**config.mk**
```make
export PLATFORM = sky130hd
export DESIGN_NAME = decimal_string_to_int_unit
export DESIGN_NICKNAME = d
export VERILOG_FILES = /design/src/rtl/dsti_pkg.sv /design/src/rtl/dsti_cfg_regs.sv /design/src/rtl/dsti_step.sv /design/src/rtl/dsti_out_reg.sv /design/src/rtl/decimal_string_to_int_unit.sv
export SDC_FILE = /design/constraint.sdc
export NUM_CORES = 1
export LEC_CHECK = 0
export BUFFER_PORTS_ARGS = -buffer_cell sky130_fd_sc_hd__buf_2
export CAP_MARGIN = 5
export CORE_ASPECT_RATIO = 1.2
export CORE_MARGIN = 2
export CORE_UTILIZATION = 30
export CTS_CLUSTER_DIAMETER = 200
export CTS_CLUSTER_SIZE = 25
export DETAILED_ROUTE_END_ITERATION = 8
export GPL_ROUTABILITY_DRIVEN = 0
export PLACE_DENSITY = 0.52
export SLEW_MARGIN = 20
export SYNTH_ARGS = -nofsm -noshare
export SYNTH_HDL_FRONTEND = slang
export SYNTH_SLANG_ARGS = --single-unit
```
**constraint.sdc**
```tcl
create_clock -name clk -period 17.48 [get_ports clk]
set_input_delay 0.874 -clock clk [delete_from_list [all_inputs] [get_ports clk]]
set_output_delay 0.874 -clock clk [all_outputs]
set_load 0.03 [all_outputs]
```
**src/rtl/dsti_pkg.sv**
```systemverilog
package dsti_pkg;

  localparam int unsigned ACC_W     = 37;
  localparam int unsigned POS_W     = 8;
  localparam int unsigned CHAR_W    = 8;
  localparam int unsigned VALUE_W   = 32;
  localparam int unsigned LIMIT_W   = 8;
  localparam int unsigned CFG_IDX_W = 2;
  localparam int unsigned CFG_DATA_W = 8;

  // longest accepted string, counting the sign
  localparam logic [POS_W-1:0] MAX_CHARS = 8'd11;

  localparam logic [CHAR_W-1:0] CHAR_NUL   = 8'h00;
  localparam logic [CHAR_W-1:0] CHAR_MINUS = 8'h2D;
  localparam logic [CHAR_W-1:0] CHAR_ZERO  = 8'h30;
  localparam logic [CHAR_W-1:0] CHAR_NINE  = 8'h39;

  localparam logic [ACC_W-1:0] ACC_MAX = {ACC_W{1'b1}};
  localparam logic [ACC_W-1:0] LIM_S32 = 37'd2147483647;
  localparam logic [ACC_W-1:0] LIM_S16 = 37'd32767;

  // configuration register indexes
  localparam logic [CFG_IDX_W-1:0] REG_CONVERT_LIMIT = 2'd0;
  localparam logic [CFG_IDX_W-1:0] REG_IGNORE_LZ     = 2'd1;
  localparam logic [CFG_IDX_W-1:0] REG_TARGET_WIDTH  = 2'd2;

  typedef enum logic {
    TGT_S32 = 1'b0,
    TGT_S16 = 1'b1
  } target_t;

  typedef enum logic [2:0] {
    PH_START  = 3'd0,
    PH_FIRST  = 3'd1,
    PH_ZPEEK  = 3'd2,
    PH_ZEROS  = 3'd3,
    PH_DIGITS = 3'd4,
    PH_DRAIN  = 3'd5
  } phase_t;

  typedef struct packed {
    logic [LIMIT_W-1:0] convert_limit;
    logic               ignore_lz;
    target_t            target;
  } cfg_t;

  typedef struct packed {
    logic                      valid;
    logic signed [VALUE_W-1:0] value;
    logic                      ok;
  } result_t;

endpackage

```
**src/rtl/dsti_cfg_regs.sv**
```systemverilog
module dsti_cfg_regs (
  input  logic                               clk,
  input  logic                               rst_n,
  input  logic                               cfg_we,
  input  logic [dsti_pkg::CFG_IDX_W-1:0]     cfg_index,
  input  logic [dsti_pkg::CFG_DATA_W-1:0]    cfg_wdata,
  output dsti_pkg::cfg_t                     cfg
);

  dsti_pkg::cfg_t cfg_r;
  dsti_pkg::cfg_t cfg_nxt;

  always_comb begin
    cfg_nxt = cfg_r;
    if (cfg_we) begin
      case (cfg_index)
        dsti_pkg::REG_CONVERT_LIMIT: cfg_nxt.convert_limit = cfg_wdata;
        dsti_pkg::REG_IGNORE_LZ:     cfg_nxt.ignore_lz = cfg_wdata[0];
        dsti_pkg::REG_TARGET_WIDTH:  cfg_nxt.target = dsti_pkg::target_t'(cfg_wdata[0]);
        default: ;  // unused index, write dropped
      endcase
    end
  end

  always_ff @(posedge clk) begin
    if (!rst_n) begin
      cfg_r <= '{convert_limit: '0, ignore_lz: 1'b0, target: dsti_pkg::TGT_S32};
    end else begin
      cfg_r <= cfg_nxt;
    end
  end

  assign cfg = cfg_r;

endmodule

```
**src/rtl/dsti_step.sv**
```systemverilog
module dsti_step (
  input  logic                            clk,
  input  logic                            rst_n,
  input  dsti_pkg::cfg_t                  cfg,
  input  logic                            fire,
  input  logic [dsti_pkg::CHAR_W-1:0]     char_code,
  output dsti_pkg::result_t               res
);

  dsti_pkg::phase_t                phase_r, phase_nxt;
  logic [dsti_pkg::POS_W-1:0]      pos_r, pos_nxt;
  logic [dsti_pkg::ACC_W-1:0]      acc_r, acc_nxt;
  logic                            neg_r, neg_nxt;

  logic [dsti_pkg::CHAR_W-1:0]     diff;
  logic [3:0]                      dig;
  logic                            is_dig;
  logic                            is_nul;
  logic [dsti_pkg::ACC_W+3:0]      wide;
  logic [dsti_pkg::POS_W-1:0]      pos_inc;
  logic                            first_path;
  logic                            zeros_path;
  logic                            take_digit;
  logic [dsti_pkg::ACC_W-1:0]      digit_acc;
  logic                            fin;
  logic                            fail;
  logic                            zero_ok;
  logic                            emit;
  logic                            limit_hit;
  logic [dsti_pkg::ACC_W-1:0]      lim;
  logic                            over;
  logic                            good;
  logic [dsti_pkg::VALUE_W-1:0]    mag;
  logic [dsti_pkg::VALUE_W-1:0]    sgn;

  assign diff   = char_code - dsti_pkg::CHAR_ZERO;
  assign dig    = diff[3:0];
  assign is_dig = (char_code >= dsti_pkg::CHAR_ZERO) && (char_code <= dsti_pkg::CHAR_NINE);
  assign is_nul = (char_code == dsti_pkg::CHAR_NUL);

  // acc * 10 + digit as two shifted adds
  assign wide = ({4'b0, acc_r} << 3) + ({4'b0, acc_r} << 1)
              + {{(dsti_pkg::ACC_W){1'b0}}, dig};

  assign pos_inc = (pos_r == {dsti_pkg::POS_W{1'b1}}) ? pos_r : pos_r + 1'b1;

  assign limit_hit = (cfg.convert_limit != '0) &&
                     (({1'b0, pos_r} + 9'd1) >= {1'b0, cfg.convert_limit});

  always_comb begin
    phase_nxt  = phase_r;
    pos_nxt    = pos_r;
    acc_nxt    = acc_r;
    neg_nxt    = neg_r;
    first_path = 1'b0;
    zeros_path = 1'b0;
    take_digit = 1'b0;
    digit_acc  = {{(dsti_pkg::ACC_W-4){1'b0}}, dig};
    fin        = 1'b0;
    fail       = 1'b0;
    zero_ok    = 1'b0;

    case (phase_r)
      dsti_pkg::PH_START: begin
        if (char_code == dsti_pkg::CHAR_MINUS) begin
          neg_nxt   = 1'b1;
          pos_nxt   = 8'd1;
          phase_nxt = dsti_pkg::PH_FIRST;
        end else begin
          first_path = 1'b1;
        end
      end
      dsti_pkg::PH_FIRST: first_path = 1'b1;
      dsti_pkg::PH_ZPEEK: begin
        if (is_nul)             zero_ok = 1'b1;
        else if (!cfg.ignore_lz) fail = 1'b1;
        else                    zeros_path = 1'b1;
      end
      dsti_pkg::PH_ZEROS: zeros_path = 1'b1;
      dsti_pkg::PH_DIGITS: begin
        if (is_nul)                          fin = 1'b1;
        else if (pos_r >= dsti_pkg::MAX_CHARS) fail = 1'b1;
        else if (!is_dig)                    fail = 1'b1;
        else begin
          take_digit = 1'b1;
          digit_acc  = (|wide[dsti_pkg::ACC_W+3:dsti_pkg::ACC_W]) ?
                       dsti_pkg::ACC_MAX : wide[dsti_pkg::ACC_W-1:0];
        end
      end
      dsti_pkg::PH_DRAIN: begin
        if (is_nul) begin
          phase_nxt = dsti_pkg::PH_START;
          pos_nxt   = '0;
          acc_nxt   = '0;
          neg_nxt   = 1'b0;
        end
      end
      default: begin
        phase_nxt = dsti_pkg::PH_START;
        pos_nxt   = '0;
        acc_nxt   = '0;
        neg_nxt   = 1'b0;
      end
    endcase

    // first character of the magnitude
    if (first_path) begin
      if (is_nul) fail = 1'b1;
      else if (char_code == dsti_pkg::CHAR_ZERO) begin
        if (cfg.convert_limit == 8'd1) zero_ok = 1'b1;
        else begin
          pos_nxt   = pos_inc;
          phase_nxt = dsti_pkg::PH_ZPEEK;
        end
      end else if (!is_dig) fail = 1'b1;
      else take_digit = 1'b1;
    end

    // run of leading zeros being skipped
    if (zeros_path) begin
      if (pos_r >= dsti_pkg::MAX_CHARS) fail = 1'b1;
      else if (char_code == dsti_pkg::CHAR_ZERO) begin
        pos_nxt   = pos_inc;
        phase_nxt = dsti_pkg::PH_ZEROS;
      end else if (is_nul) zero_ok = 1'b1;
      else if (!is_dig)   fail = 1'b1;
      else                take_digit = 1'b1;
    end

    if (take_digit) begin
      acc_nxt = digit_acc;
      if (limit_hit) fin = 1'b1;
      else begin
        pos_nxt   = pos_inc;
        phase_nxt = dsti_pkg::PH_DIGITS;
      end
    end

    // range check on the finished magnitude
    lim  = (cfg.target == dsti_pkg::TGT_S16) ? dsti_pkg::LIM_S16 : dsti_pkg::LIM_S32;
    lim  = lim + {{(dsti_pkg::ACC_W-1){1'b0}}, neg_r};
    over = acc_nxt > lim;
    good = (fin && !over) || zero_ok;
    mag  = fin ? acc_nxt[dsti_pkg::VALUE_W-1:0] : '0;
    sgn  = neg_r ? ({dsti_pkg::VALUE_W{1'b0}} - mag) : mag;

    emit = fin || fail || zero_ok;
    if (emit) begin
      if (is_nul) begin
        phase_nxt = dsti_pkg::PH_START;
        pos_nxt   = '0;
        acc_nxt   = '0;
        neg_nxt   = 1'b0;
      end else begin
        phase_nxt = dsti_pkg::PH_DRAIN;
      end
    end

    res.valid = emit;
    res.ok    = good;
    res.value = good ? sgn : '0;
  end

  always_ff @(posedge clk) begin
    if (!rst_n) begin
      phase_r <= dsti_pkg::PH_START;
      pos_r   <= '0;
      acc_r   <= '0;
      neg_r   <= 1'b0;
    end else if (fire) begin
      phase_r <= phase_nxt;
      pos_r   <= pos_nxt;
      acc_r   <= acc_nxt;
      neg_r   <= neg_nxt;
    end
  end

endmodule

```
**src/rtl/dsti_out_reg.sv**
```systemverilog
module dsti_out_reg (
  input  logic                                  clk,
  input  logic                                  rst_n,
  input  logic                                  load,
  input  dsti_pkg::result_t                     res,
  input  logic                                  out_stall,
  output logic                                  free,
  output logic                                  out_valid,
  output logic signed [dsti_pkg::VALUE_W-1:0]   out_value,
  output logic                                  out_ok
);

  logic                                valid_r, valid_nxt;
  logic signed [dsti_pkg::VALUE_W-1:0] value_r;
  logic                                ok_r;

  // slot is free when empty or being taken this cycle
  assign free = !valid_r || !out_stall;

  always_comb begin
    valid_nxt = valid_r && out_stall;
    if (load) valid_nxt = 1'b1;
  end

  always_ff @(posedge clk) begin
    if (!rst_n) begin
      valid_r <= 1'b0;
    end else begin
      valid_r <= valid_nxt;
    end
  end

  always_ff @(posedge clk) begin
    if (load) begin
      value_r <= res.value;
      ok_r    <= res.ok;
    end
  end

  assign out_valid = valid_r;
  assign out_value = value_r;
  assign out_ok    = ok_r;

endmodule

```
**src/rtl/decimal_string_to_int_unit.sv**
```systemverilog
// channel   | ports                               | direction
// ----------+-------------------------------------+--------------------------------
// input     | in_valid in_stall in_char_code      | one string byte per transaction
// result    | out_valid out_stall out_value out_ok| at most one per string
// config    | cfg_we cfg_index cfg_wdata          | register writes, no read-back
//
// one byte per cycle sustained while no result waits on a stalled output; a byte is held in
// the input register and decoded against the string state in the cycle after it is accepted,
// and its result (if any) is loaded into the output register once that register is free,
// so out_valid follows the terminating or deciding byte through both registers
// reset (synchronous, active low) clears config, string state and both valids
// a waiting result stalls the input only when the byte in the input register
// would produce another result
module decimal_string_to_int_unit (
  input  logic                                  clk,
  input  logic                                  rst_n,
  // input channel
  input  logic                                  in_valid,
  output logic                                  in_stall,
  input  logic [dsti_pkg::CHAR_W-1:0]           in_char_code,
  // result channel
  output logic                                  out_valid,
  input  logic                                  out_stall,
  output logic signed [dsti_pkg::VALUE_W-1:0]   out_value,
  output logic                                  out_ok,
  // configuration port
  input  logic                                  cfg_we,
  input  logic [dsti_pkg::CFG_IDX_W-1:0]        cfg_index,
  input  logic [dsti_pkg::CFG_DATA_W-1:0]       cfg_wdata
);

  dsti_pkg::cfg_t              cfg;
  dsti_pkg::result_t           res;

  logic                        s1_valid_r, s1_valid_nxt;
  logic [dsti_pkg::CHAR_W-1:0] s1_char_r;
  logic                        s1_fire;
  logic                        out_free;
  logic                        in_take;

  dsti_cfg_regs u_cfg (
    .clk       (clk),
    .rst_n     (rst_n),
    .cfg_we    (cfg_we),
    .cfg_index (cfg_index),
    .cfg_wdata (cfg_wdata),
    .cfg       (cfg)
  );

  // string state machine, advances whenever the held byte can retire
  dsti_step u_step (
    .clk       (clk),
    .rst_n     (rst_n),
    .cfg       (cfg),
    .fire      (s1_fire),
    .char_code (s1_char_r),
    .res       (res)
  );

  // a byte that yields no result never waits on the output side
  assign s1_fire  = s1_valid_r && (!res.valid || out_free);
  assign in_stall = s1_valid_r && !s1_fire;
  assign in_take  = in_valid && !in_stall;

  always_comb begin
    s1_valid_nxt = s1_valid_r && !s1_fire;
    if (in_take) s1_valid_nxt = 1'b1;
  end

  always_ff @(posedge clk) begin
    if (!rst_n) begin
      s1_valid_r <= 1'b0;
    end else begin
      s1_valid_r <= s1_valid_nxt;
    end
  end

  // byte register, payload only
  always_ff @(posedge clk) begin
    if (in_take) begin
      s1_char_r <= in_char_code;
    end
  end

  dsti_out_reg u_out (
    .clk       (clk),
    .rst_n     (rst_n),
    .load      (s1_fire && res.valid),
    .res       (res),
    .out_stall (out_stall),
    .free      (out_free),
    .out_valid (out_valid),
    .out_value (out_value),
    .out_ok    (out_ok)
  );

endmodule

```
==> metrics.yaml, run 1 <==
min_path:
  min-delay-start: "u_step.pos_r[1]$_SDFFE_PN0P_"
  hold_class: "flip-flop to flip-flop"
  whs_endpoint: "u_step.pos_r[1]$_SDFFE_PN0P_"
  holdPathStages: 2
clock_tree:
  htree_levels: 3
  cts_setup_buffers: 0
  cts_tree: "built"
  ctsHoldBuffers: 0
  clock-sinks: 102
  insertion_delay_ns: 0.37
  ctsResizeCount: 0
  cts_root_buffer: "clkbuf_16"
  cts_buffers: 9
  clock_path_buffers: 2
  clk_pin_slew_ns: 0.08
detailed_routing:
  ant_nets: 0
  highest_layer: "met4"
  viasPerCell: 5.63
  drt-pass1-iter-count: 5
  routed-wl-met2_um: 16400
  wirelength_um: 32500
  drc: 0
  wl_per_cell_um: 19.3
  vias: 9459
  drt-initial-drc-count: 567
  met1_length_um: 13600
  wl_met3_um: 1380
setup_path:
  crit-reg2reg-launch: "s1_char_r[3]$_DFFE_PP_"
  cp.arrival_ns: 7.96
  reg2reg_slack_ns: 9.76
  rr_worst_depth: 23
  cp_common_cell: "o21ai_0"
  cp.required_ns: 17.72
  critical_path.cell_chain: "fa_1 -> inv_1 -> fa_1 -> nor2b_1 -> o2111ai_1 -> a211oi_1 -> o211a_1 -> o21ai_0 -> a2111oi_4 -> nand3_2 -> nor2_1 -> o21ai_0 -> ha_1 -> or4_1 -> a221oi_1 -> o21ai_0 -> nor2_1 -> o41ai_1 -> a221oi_1 -> nand3_4 -> and2_1 -> a211oi_2 -> o21a_1"
  startpoint: "s1_char_r[3]$_DFFE_PP_"
  critPathTopFamily: "compound AO/OA/AOI/OAI gates"
  worstSetupPathType: "flip-flop to flip-flop"
  cpPeakStageDelay_ns: 0.61
  path_buf_inv: 1
  start_kind: "flip-flop"
  crit_fanout: 17
  end_kind: "flip-flop"
  critPathSlowestCell: "fa_1"
  r2r-end: "u_out.out_value[30]$_SDFFCE_PN0P_"
pwr:
  p_seq_frac: 0.490
  p_int_uw: 382
  switchingPower_uw: 140
  powerDensity_nw_per_um2: 47.9
  p_clk_frac: 0.414
  ir_worst_vdd_mv: 0.0359
  comb_power_share: 0.096
  finalPower_uw: 523
  p_sw_frac: 0.269
  p_leak_nw: 4.61
logic_synthesis:
  ys_seq_elements: 102
  synth.avg_cell_area_sq_um: 8.25
  synth_flop_cell: "dfxtp_1"
  ys_warn_count: 0
  ys_top_cells_by_area: "ha_1 15%, edfxtp_1 12%, dfxtp_1 12%"
  yosysMostFrequentCell: "ha_1"
  ys_seq_area_frac: 0.246
  syn_inst: 1209
  syn_area_sq_um: 9970
  synth.distinct_cells: 108
  synth_top_area_cell: "ha_1"
  ys_async_sr_fraction: 0
  synth.top_cells.by_count: "117 x ha_1, 107 x nand2_1, 101 x a21oi_1"
  synth.net_count: 1351
  synthDominantCellAreaShare: 0.147
  synth_edf_count: 41
floorplanning:
  pin_count: 58
  dieArea_sq_um: 34700
  num_rows: 73
  dieWidth_um: 170
  die_y_um: 204
  coreArea_sq_um: 33000
  start_util: 0.302
final_layout:
  fin_util: 0.331
  antennaDiodeCount: 0
  drive_gt1_frac: 0.114
  area_growth_pct: 9.45
  n_fill_cell: 3506
  fin_nets: 1368
placement:
  portBuffers: 57
  hpwl_um: 25000
timing:
  finalHoldViolCount: 0
  fin_crit_ns: 7.72
  setup-violations-final: 0
  slew_viol_final: 0
  setup_tns_ns: 0
  grt_setup_unrepaired: "false"
  fmax_mhz: 129
  skew_ns: 0.0160
  relSlewSlack: 0.315
  period_share: 0.442
  tightestPinTransition_ns: 1.03
global_routing:
  grt_overflow: 0
  grt_pass1_vias: 9255
  antenna_found_initial: 0
  grt_use_total: 0.190
  grt_max_degree: 62
  grt_pass1_wl_um: 52000
run:
  drv_cap: 0
run_status:
  status: "finished, final reports clean"
==> layout make-up <==
cell class	instances	area, sq um	area share
Multi-Input combinational cell	1016	7120	0.652
Sequential cell	102	2450	0.225
Tap cell	450	563	0.0516
Timing Repair Buffer	67	360	0.0330
Clock buffer	9	225	0.0206
Inverter	30	113	0.0103
Clock inverter	7	81.3	0.00745
==> flip-flops by register name, summed over array words and instances, names as in the netlist, 3 cells and up <==
name	flops
s1_char_r	8
u_cfg.cfg	10
u_out.out_value	32
u_step.acc_r	37
u_step.phase_r	3
u_step.pos_r	8
==> stage by stage <==
step / setup WS, ns / cell area (sq um) / cells / hold WS (ns)
floorplan: 11.37 / 9970 / 1209 / 0.470
global placement: 10.08 / 10600 / 1665 / 0.514
detailed placement: 9.82 / 10600 / 1665 / 0.517
CTS: 9.80 / 10900 / 1681 / 0.530
global route: 9.17 / 10900 / 1681 / 0.580
finish: 9.76 / 10900 / 1681 / 0.530
==> power by group through the flow <==
stage | clock network (mW) | logic, mW | registers, mW
finish | 0.216 | 0.0504 | 0.256
global route | 0.230 | 0.0552 | 0.257
CTS | 0.222 | 0.0503 | 0.256
detailed placement | 0 | 0.0501 | 0.262
global placement | 0 | 0.0502 | 0.261
floorplan | 0 | 0.0291 | 0.266
==> how the worst max path moves through the flow <==
| stage | to | slack, ns | depth (start not counted) |
|---|---|---|---|
| 2_1_floorplan | u_out.out_value[20]$_SDFFCE_PN0P_ | 11.37 | 24 |
| 3_3_place_gp | u_out.out_value[20]$_SDFFCE_PN0P_ | 10.08 | 22 |
| 3_5_place_dp | u_out.out_value[20]$_SDFFCE_PN0P_ | 9.82 | 22 |
| 4_1_cts | u_out.out_value[30]$_SDFFCE_PN0P_ | 9.80 | 23 |
| 5_1_grt | u_out.out_value[20]$_SDFFCE_PN0P_ | 9.17 | 22 |
| 6_report | u_out.out_value[30]$_SDFFCE_PN0P_ | 9.76 | 23 |
==> cell families after synthesis <==
family                     Yosys count  share of synthesized area
DFF                                102                      0.246
muxes                                4                    0.00464
AOI/OAI and AO/OA                  410                      0.281
xor gates and xnor gates            51                     0.0448
buffers and inverters               91                     0.0419
and+or+nand+nor                    432                      0.231
adders and majority gates          119                      0.151
==> metal layers <==
| metal | up-vias | track usage |
|---|---|---|
| met5 | - | 0 |
| met1 | 4484 | 0.232 |
| met2 | 307 | 0.341 |
| met3 | 68 | 0.0223 |
| li1 | 4600 | - |
| met4 | 0 | 0.0723 |
==> tightest hold or removal path, delay by kind of cell (launching register included) <==
| family | cells | cell delay [ns] |
|---|---|---|
| DFF | 1 | 0.34 |
| AOI/OAI and AO/OA | 2 | 0.14 |
==> layout by cell type, fill, tap and decap left out, types with 4 or more instances in the layout <==
| cell | instances |
|---|---|
| o211ai_1 | 12 |
| nand4_1 | 29 |
| clkbuf_16 | 9 |
| nand2_1 | 107 |
| o21bai_1 | 7 |
| nor4_1 | 8 |
| or2_2 | 10 |
| nand2b_1 | 8 |
| o21ai_0 | 82 |
| ha_1 | 117 |
| edfxtp_1 | 41 |
| a21oi_4 | 4 |
| xnor2_1 | 17 |
| o21ai_1 | 9 |
| buf_4 | 10 |
| a21boi_0 | 15 |
| a31oi_1 | 18 |
| a211oi_1 | 12 |
| o21a_1 | 16 |
| inv_1 | 28 |
| nor2b_1 | 58 |
| o31ai_1 | 8 |
| a221oi_1 | 4 |
| a22oi_1 | 36 |
| or4_1 | 9 |
| nor3b_1 | 7 |
| a21o_1 | 20 |
| or3_1 | 6 |
| a21oi_1 | 100 |
| xor2_1 | 34 |
| dfxtp_1 | 61 |
| o2111ai_1 | 9 |
| and2_1 | 10 |
| nand3_1 | 27 |
| o41ai_1 | 5 |
| nor3_1 | 16 |
| and3_1 | 11 |
| buf_2 | 57 |
| nor2_1 | 94 |
(Power assumes the default switching activity.)
==> run 2, diff against run 1 <==
- clock period: 17.48 -> 7.3 ns (I/O delays scaled with it)
==> metrics.yaml, run 2 (synthesized netlist as in run 1, its figures left out) <==
final_layout:
  final_cell_area_sq_um: 11000  # +0.91%
  drive_gt1_frac: 0.123  # +0.00936
  top_register: "u_step.acc_r"
  final_common_cell: "ha_1"
  fin_util: 0.334  # +0.00300
  largest_reg_flops: 37  # unchanged
  n_fill_cell: 3496  # -0.29%
  fin_nets: 1380  # +0.88%
  final_cell_mix: "117 x ha_1, 107 x nand2_1, 100 x a21oi_1, 94 x nor2_1, 82 x o21ai_0"
  area_growth_pct: 10.4
  antennaDiodeCount: 0  # unchanged
setup_path:
  start_kind: "flip-flop"
  rr_worst_depth: 22  # -4.3%
  end_kind: "flip-flop"
  cp.arrival_ns: 7.01  # -0.95 ns
  reg2reg_slack_ns: 0.38  # -9.38 ns
  r2r-end: "u_out.out_value[21]$_SDFFCE_PN0P_"
  crit_fanout: 16  # -1
  crit-reg2reg-launch: "s1_char_r[3]$_DFFE_PP_"
  worstSetupPathType: "flip-flop to flip-flop"
  cp.required_ns: 7.39  # -10.33 ns
timing:
  relSlewSlack: 0.316  # +0.00113
  setup_tns_ns: 0  # unchanged
  skew_ns: 0.0138  # -0.00224 ns
  fin_crit_ns: 6.92  # -0.804 ns
  period_share: 0.948  # +0.506
  tightestPinTransition_ns: 1.03  # -0.00170 ns
  grt_setup_unrepaired: "false"
  setup-violations-final: 0  # unchanged
  finalHoldViolCount: 0  # unchanged
  slew_viol_final: 0  # unchanged
  fmax_mhz: 145  # +12%
pwr:
  ir_worst_vdd_mv: 0.122  # +240%
  powerDensity_nw_per_um2: 112  # +130%
  p_clk_frac: 0.406  # -0.008
  p_seq_frac: 0.496  # +0.006
  p_int_uw: 903  # +140%
  comb_power_share: 0.098  # +0.002
  p_sw_frac: 0.269  # about the same
  p_leak_nw: 4.67  # +1.3%
  switchingPower_uw: 332  # +140%
floorplanning:
  pin_count: 58  # unchanged
  coreArea_sq_um: 33000  # unchanged
  start_util: 0.302  # unchanged
  dieWidth_um: 170  # unchanged
  dieArea_sq_um: 34700  # unchanged
  num_rows: 73  # unchanged
  die_y_um: 204  # unchanged
clock_tree:
  clk_pin_slew_ns: 0.08  # about the same
  insertion_delay_ns: 0.37  # about the same
  htree_levels: 3  # unchanged
  cts_tree: "built"
  clock_path_buffers: 2  # unchanged
  clock-sinks: 102  # unchanged
  ctsHoldBuffers: 0  # unchanged
  cts_root_buffer: "clkbuf_16"
  cts_buffers: 9  # unchanged
  cts_setup_buffers: 0  # unchanged
global_routing:
  grt_pass1_wl_um: 50700  # -2.5%
  antenna_found_initial: 0  # unchanged
  grt_use_total: 0.187  # -0.00282
  grt_overflow: 0  # unchanged
  grt_max_degree: 62  # unchanged
  grt_pass1_vias: 9237  # -0.19%
placement:
  placed_area_sq_um: 10700  # +0.85%
  portBuffers: 57  # unchanged
  hpwl_um: 25400  # +1.4%
detailed_routing:
  ant_nets: 0  # unchanged
  vias: 9510  # +0.54%
  viasPerCell: 5.62  # -0.17%
  drt-pass1-iter-count: 5  # unchanged
  drt-initial-drc-count: 559  # -1.4%
  drc: 0  # unchanged
  wirelength_um: 32400  # -0.30%
  wl_per_cell_um: 19.1  # -1.0%
run:
  drv_cap: 0  # unchanged
min_path:
  min-delay-start: "in_char_code[1]"
  hold_class: "input port to flip-flop"
  whs_endpoint: "s1_char_r[1]$_DFFE_PP_"
  holdPathStages: 1  # -1
run_status:
  status: "finished, final reports clean"
[run 2: changes by cell type in the layout (fill, tap and decap cells not counted), sizes merged]
cell and delta:
buf +12, inv +1, clkbuf +2, clkinv -2
bufinv -1
[run 2: final cells by class]
class / instances / area [sq um] / area share
clock buffers: 11 / 254 / 0.0231
clock inverters: 5 / 46.3 / 0.00420
inverters: 30 / 113 / 0.0102
multi-input cells: 1016 / 7130 / 0.648
flip-flops and latches: 102 / 2450 / 0.223
well taps: 450 / 563 / 0.0511
repair buffers: 79 / 450 / 0.0409
[run 2: per-stage QoR]
step,worst slack [ns],power (mW),instances,hold WS [ns]
2_1_floorplan,1.19,0.706,1209,0.464
3_3_place_gp,0.448,0.746,1677,0.509
3_5_place_dp,0.274,0.747,1677,0.512
4_1_cts,0.220,1.25,1693,0.154
5_1_grt,0.0353,1.28,1693,0.152
6_report,0.381,1.24,1693,0.168
[run 2: what timing repair did]
action | in CTS | in global routing
endpoints found under the hold margin | 0 | 0
gates resized for setup | 0 | 3
setup endpoints to repair | 0 | 19
[run 2: routing by layer]
metal | vias to the layer above | track usage | wire [um]
met5 | - | 0 | 0
met4 | 0 | 0.0870 | 1560
li1 | 4603 | - | -
met1 | 4516 | 0.222 | 13400
met3 | 84 | 0.0299 | 1550
met2 | 307 | 0.330 | 15800
[run 2: power by group through the flow]
stage	clock network (mW)	logic [mW]	registers, mW
6_report	0.501	0.121	0.613
4_1_cts	0.513	0.121	0.613
3_3_place_gp	0	0.120	0.625
2_1_floorplan	0	0.0697	0.636
5_1_grt	0.534	0.133	0.614
3_5_place_dp	0	0.121	0.626
[run 2: worst max-delay path by stage]
stage          cells after the start              startpoint                           endpoint
3_5_place_dp                      24  s1_char_r[3]$_DFFE_PP_  u_out.out_value[21]$_SDFFCE_PN0P_
2_1_floorplan                     24  s1_char_r[3]$_DFFE_PP_  u_out.out_value[20]$_SDFFCE_PN0P_
4_1_cts                           26  s1_char_r[3]$_DFFE_PP_  u_out.out_value[26]$_SDFFCE_PN0P_
5_1_grt                           22  s1_char_r[3]$_DFFE_PP_  u_out.out_value[21]$_SDFFCE_PN0P_
3_3_place_gp                      24  s1_char_r[3]$_DFFE_PP_  u_out.out_value[21]$_SDFFCE_PN0P_
6_report                          22  s1_char_r[3]$_DFFE_PP_  u_out.out_value[21]$_SDFFCE_PN0P_
[run 2: critical path: stages, from the launching register on]
cell       delay [ns]
edfxtp_1         0.50
fa_1             0.60
inv_1            0.07
fa_1             0.49
nor2b_1          0.20
o2111ai_1        0.20
a211oi_1         0.41
o211a_1          0.23
o21ai_0          0.13
a2111oi_4        0.50
and3_4           0.38
nor2_1           0.09
a221o_1          0.40
ha_1             0.25
or4_1            0.47
a221oi_1         0.24
o21ai_0          0.14
nor2_1           0.11
o41ai_1          0.10
a221oi_2         0.35
nand3_4          0.09
buf_4            0.22
nor3_1           0.49
==> run 3, diff against run 2 <==
- CORE_UTILIZATION: 30 -> 60
- PLACE_DENSITY: 0.52 -> 0.86
==> metrics.yaml, run 3 (synthesized netlist as in run 1, its figures left out) <==
min_path:
  hold_class: "input port to flip-flop"
  min-delay-start: "in_char_code[2]"
  whs_endpoint: "s1_char_r[2]$_DFFE_PP_"
  holdPathStages: 1  # unchanged
timing:
  relSlewSlack: 0.335  # +0.0188
  skew_ns: 0.00947  # -0.00433 ns
  finalHoldViolCount: 0  # unchanged
  slew_viol_final: 0  # unchanged
  setup-violations-final: 0  # unchanged
  period_share: 0.949  # +0.00169
  fmax_mhz: 144  # -0.18%
  fin_crit_ns: 6.93  # +0.0124 ns
  tightestPinTransition_ns: 0.998  # -0.0283 ns
  setup_tns_ns: 0  # unchanged
  grt_setup_unrepaired: "false"
floorplanning:
  start_util: 0.613  # +0.310
  dieArea_sq_um: 17700  # -49%
  coreArea_sq_um: 16300  # -51%
  num_rows: 51  # -30%
  die_y_um: 145  # -29%
  dieWidth_um: 122  # -29%
  pin_count: 58  # unchanged
run:
  drv_cap: 0  # unchanged
final_layout:
  final_cells: 1449  # -14%
  largest_reg_flops: 37  # unchanged
  area_growth_pct: 6.81
  top_register: "u_step.acc_r"
  drive_gt1_frac: 0.119  # -0.00425
  fin_util: 0.655  # +0.321
  antennaDiodeCount: 0  # unchanged
  fin_nets: 1374  # -0.43%
  final_common_cell: "ha_1"
  final_cell_mix: "117 x ha_1, 107 x nand2_1, 100 x a21oi_1, 94 x nor2_1, 82 x o21ai_0"
global_routing:
  grtUsageMet1: 0.396  # +0.174
  grt_max_degree: 62  # unchanged
  grt_pass1_wl_um: 47900  # -5.5%
  grtUsageMet3: 0.0660  # +0.0362
  antenna_found_initial: 0  # unchanged
  grt_use_total: 0.334  # +0.147
  grt_overflow: 0  # unchanged
  busiest_layer: "met2"
  use_met2: 0.551  # +0.221
  grt_pass1_vias: 9544  # +3.3%
setup_path:
  rr_worst_depth: 24  # +9.1%
  cp.required_ns: 7.50  # +0.11 ns
  critPathSlowestCell: "fa_1"
  crit_fanout: 17  # +1
  worstSetupPathType: "flip-flop to flip-flop"
  r2r-end: "u_out.out_value[26]$_SDFFCE_PN0P_"
  critical_path.cell_chain: "fa_1 -> inv_1 -> fa_1 -> nor2b_1 -> o2111ai_1 -> a211oi_1 -> o211a_1 -> o21ai_0 -> a2111oi_4 -> nand3_2 -> nor2_1 -> o21ai_0 -> ha_1 -> or4_1 -> a221oi_1 -> o21ai_0 -> nor2_1 -> o41ai_1 -> a221oi_1 -> nand3_4 -> and2_2 -> inv_2 -> o2111ai_1 -> o21ai_1"
  cpPeakStageDelay_ns: 0.61  # about the same
  cp_common_cell: "o21ai_0"
  end_kind: "flip-flop"
  cp.arrival_ns: 7.13  # +0.12 ns
  start_kind: "flip-flop"
  reg2reg_slack_ns: 0.37  # about the same
  crit-reg2reg-launch: "s1_char_r[3]$_DFFE_PP_"
clock_tree:
  cts_setup_buffers: 0  # unchanged
  clock-sinks: 102  # unchanged
  cts_tree: "built"
  insertion_delay_ns: 0.35  # -0.02 ns
  clock_path_buffers: 2  # unchanged
  clk_pin_slew_ns: 0.08  # about the same
  cts_root_buffer: "clkbuf_16"
  cts_buffers: 9  # unchanged
  htree_levels: 3  # unchanged
detailed_routing:
  ant_nets: 0  # unchanged
  drt-pass1-iter-count: 6  # +1
  drt-initial-drc-count: 1298  # +130%
  drc: 0  # unchanged
  viasPerCell: 6.89  # +23%
  wirelength_um: 29700  # -8.3%
  wl_per_cell_um: 20.5  # +7.2%
  vias: 9987  # +5.0%
run_status:
  status: "finished, final reports clean"
placement:
  placed_cells: 1433  # -15%
  portBuffers: 57  # unchanged
  hpwl_um: 22100  # -13%
pwr:
  ir_worst_vdd_mv: 0.106  # -13%
  powerDensity_nw_per_um2: 116  # +3.4%
  p_leak_nw: 4.63  # -0.79%
==> run 3: per-layer routing <==
layer	wire length, um	share of wire
met5	0	0
met4	2280	0.077
met3	2560	0.086
met2	13900	0.47
met1	10900	0.37
==> run 3: layout make-up <==
class,instances,area (sq um)
timing repair buffer,73,405
clock inverter,7,77.6
sequential,102,2450
fill,1321,5620
tap,212,265
clock buffer,9,225
inverter,30,113
multi-input combinational,1016,7110
==> run 3: timing repair <==
| item | in CTS | in global routing |
|---|---|---|
| setup endpoints to repair | 0 | 4 |
| hold buffers | 0 | 0 |
| gates resized for setup | 0 | 1 |
==> run 3: how the worst max path moves through the flow <==
| stage | slack [ns] | end | from | depth (start not counted) |
|---|---|---|---|---|
| final | 0.37 | u_out.out_value[26]$_SDFFCE_PN0P_ | s1_char_r[3]$_DFFE_PP_ | 24 |
| after detailed placement | 0.45 | u_out.out_value[26]$_SDFFCE_PN0P_ | s1_char_r[3]$_DFFE_PP_ | 26 |
| after global routing | 0.03 | u_out.out_value[26]$_SDFFCE_PN0P_ | s1_char_r[3]$_DFFE_PP_ | 26 |
| after CTS | 0.41 | u_out.out_value[26]$_SDFFCE_PN0P_ | s1_char_r[3]$_DFFE_PP_ | 26 |
| after global placement | 0.63 | u_out.out_value[20]$_SDFFCE_PN0P_ | s1_char_r[3]$_DFFE_PP_ | 22 |
| after floorplan | 1.19 | u_out.out_value[20]$_SDFFCE_PN0P_ | s1_char_r[3]$_DFFE_PP_ | 24 |
==> run 3: worst max-delay path, delay by kind of cell, from the launching register on <==
family                     cells  cell delay [ns]
DFF                            1             0.53
and+or+nand+nor                7             1.95
buffers and inverters          2             0.15
AOI/OAI and AO/OA             12             2.76
adders and majority gates      3             1.38
==> run 3: stage by stage <==
step	cell area [sq um]	power [mW]	hold slack [ns]	setup WS (ns)
finish	10700	1.24	0.182	0.369
global route	10700	1.27	0.180	0.0315
CTS	10700	1.23	0.182	0.410
detailed placement	10300	0.742	0.510	0.453
global placement	10300	0.738	0.498	0.628
floorplan	9970	0.706	0.464	1.19
==> run 3: power by group <==
group	switching, mW	leakage [nW]	internal [mW]
Combinational	0.0798	3.58	0.0399
Sequential	0.00915	0.906	0.604
Clock	0.232	0.147	0.270
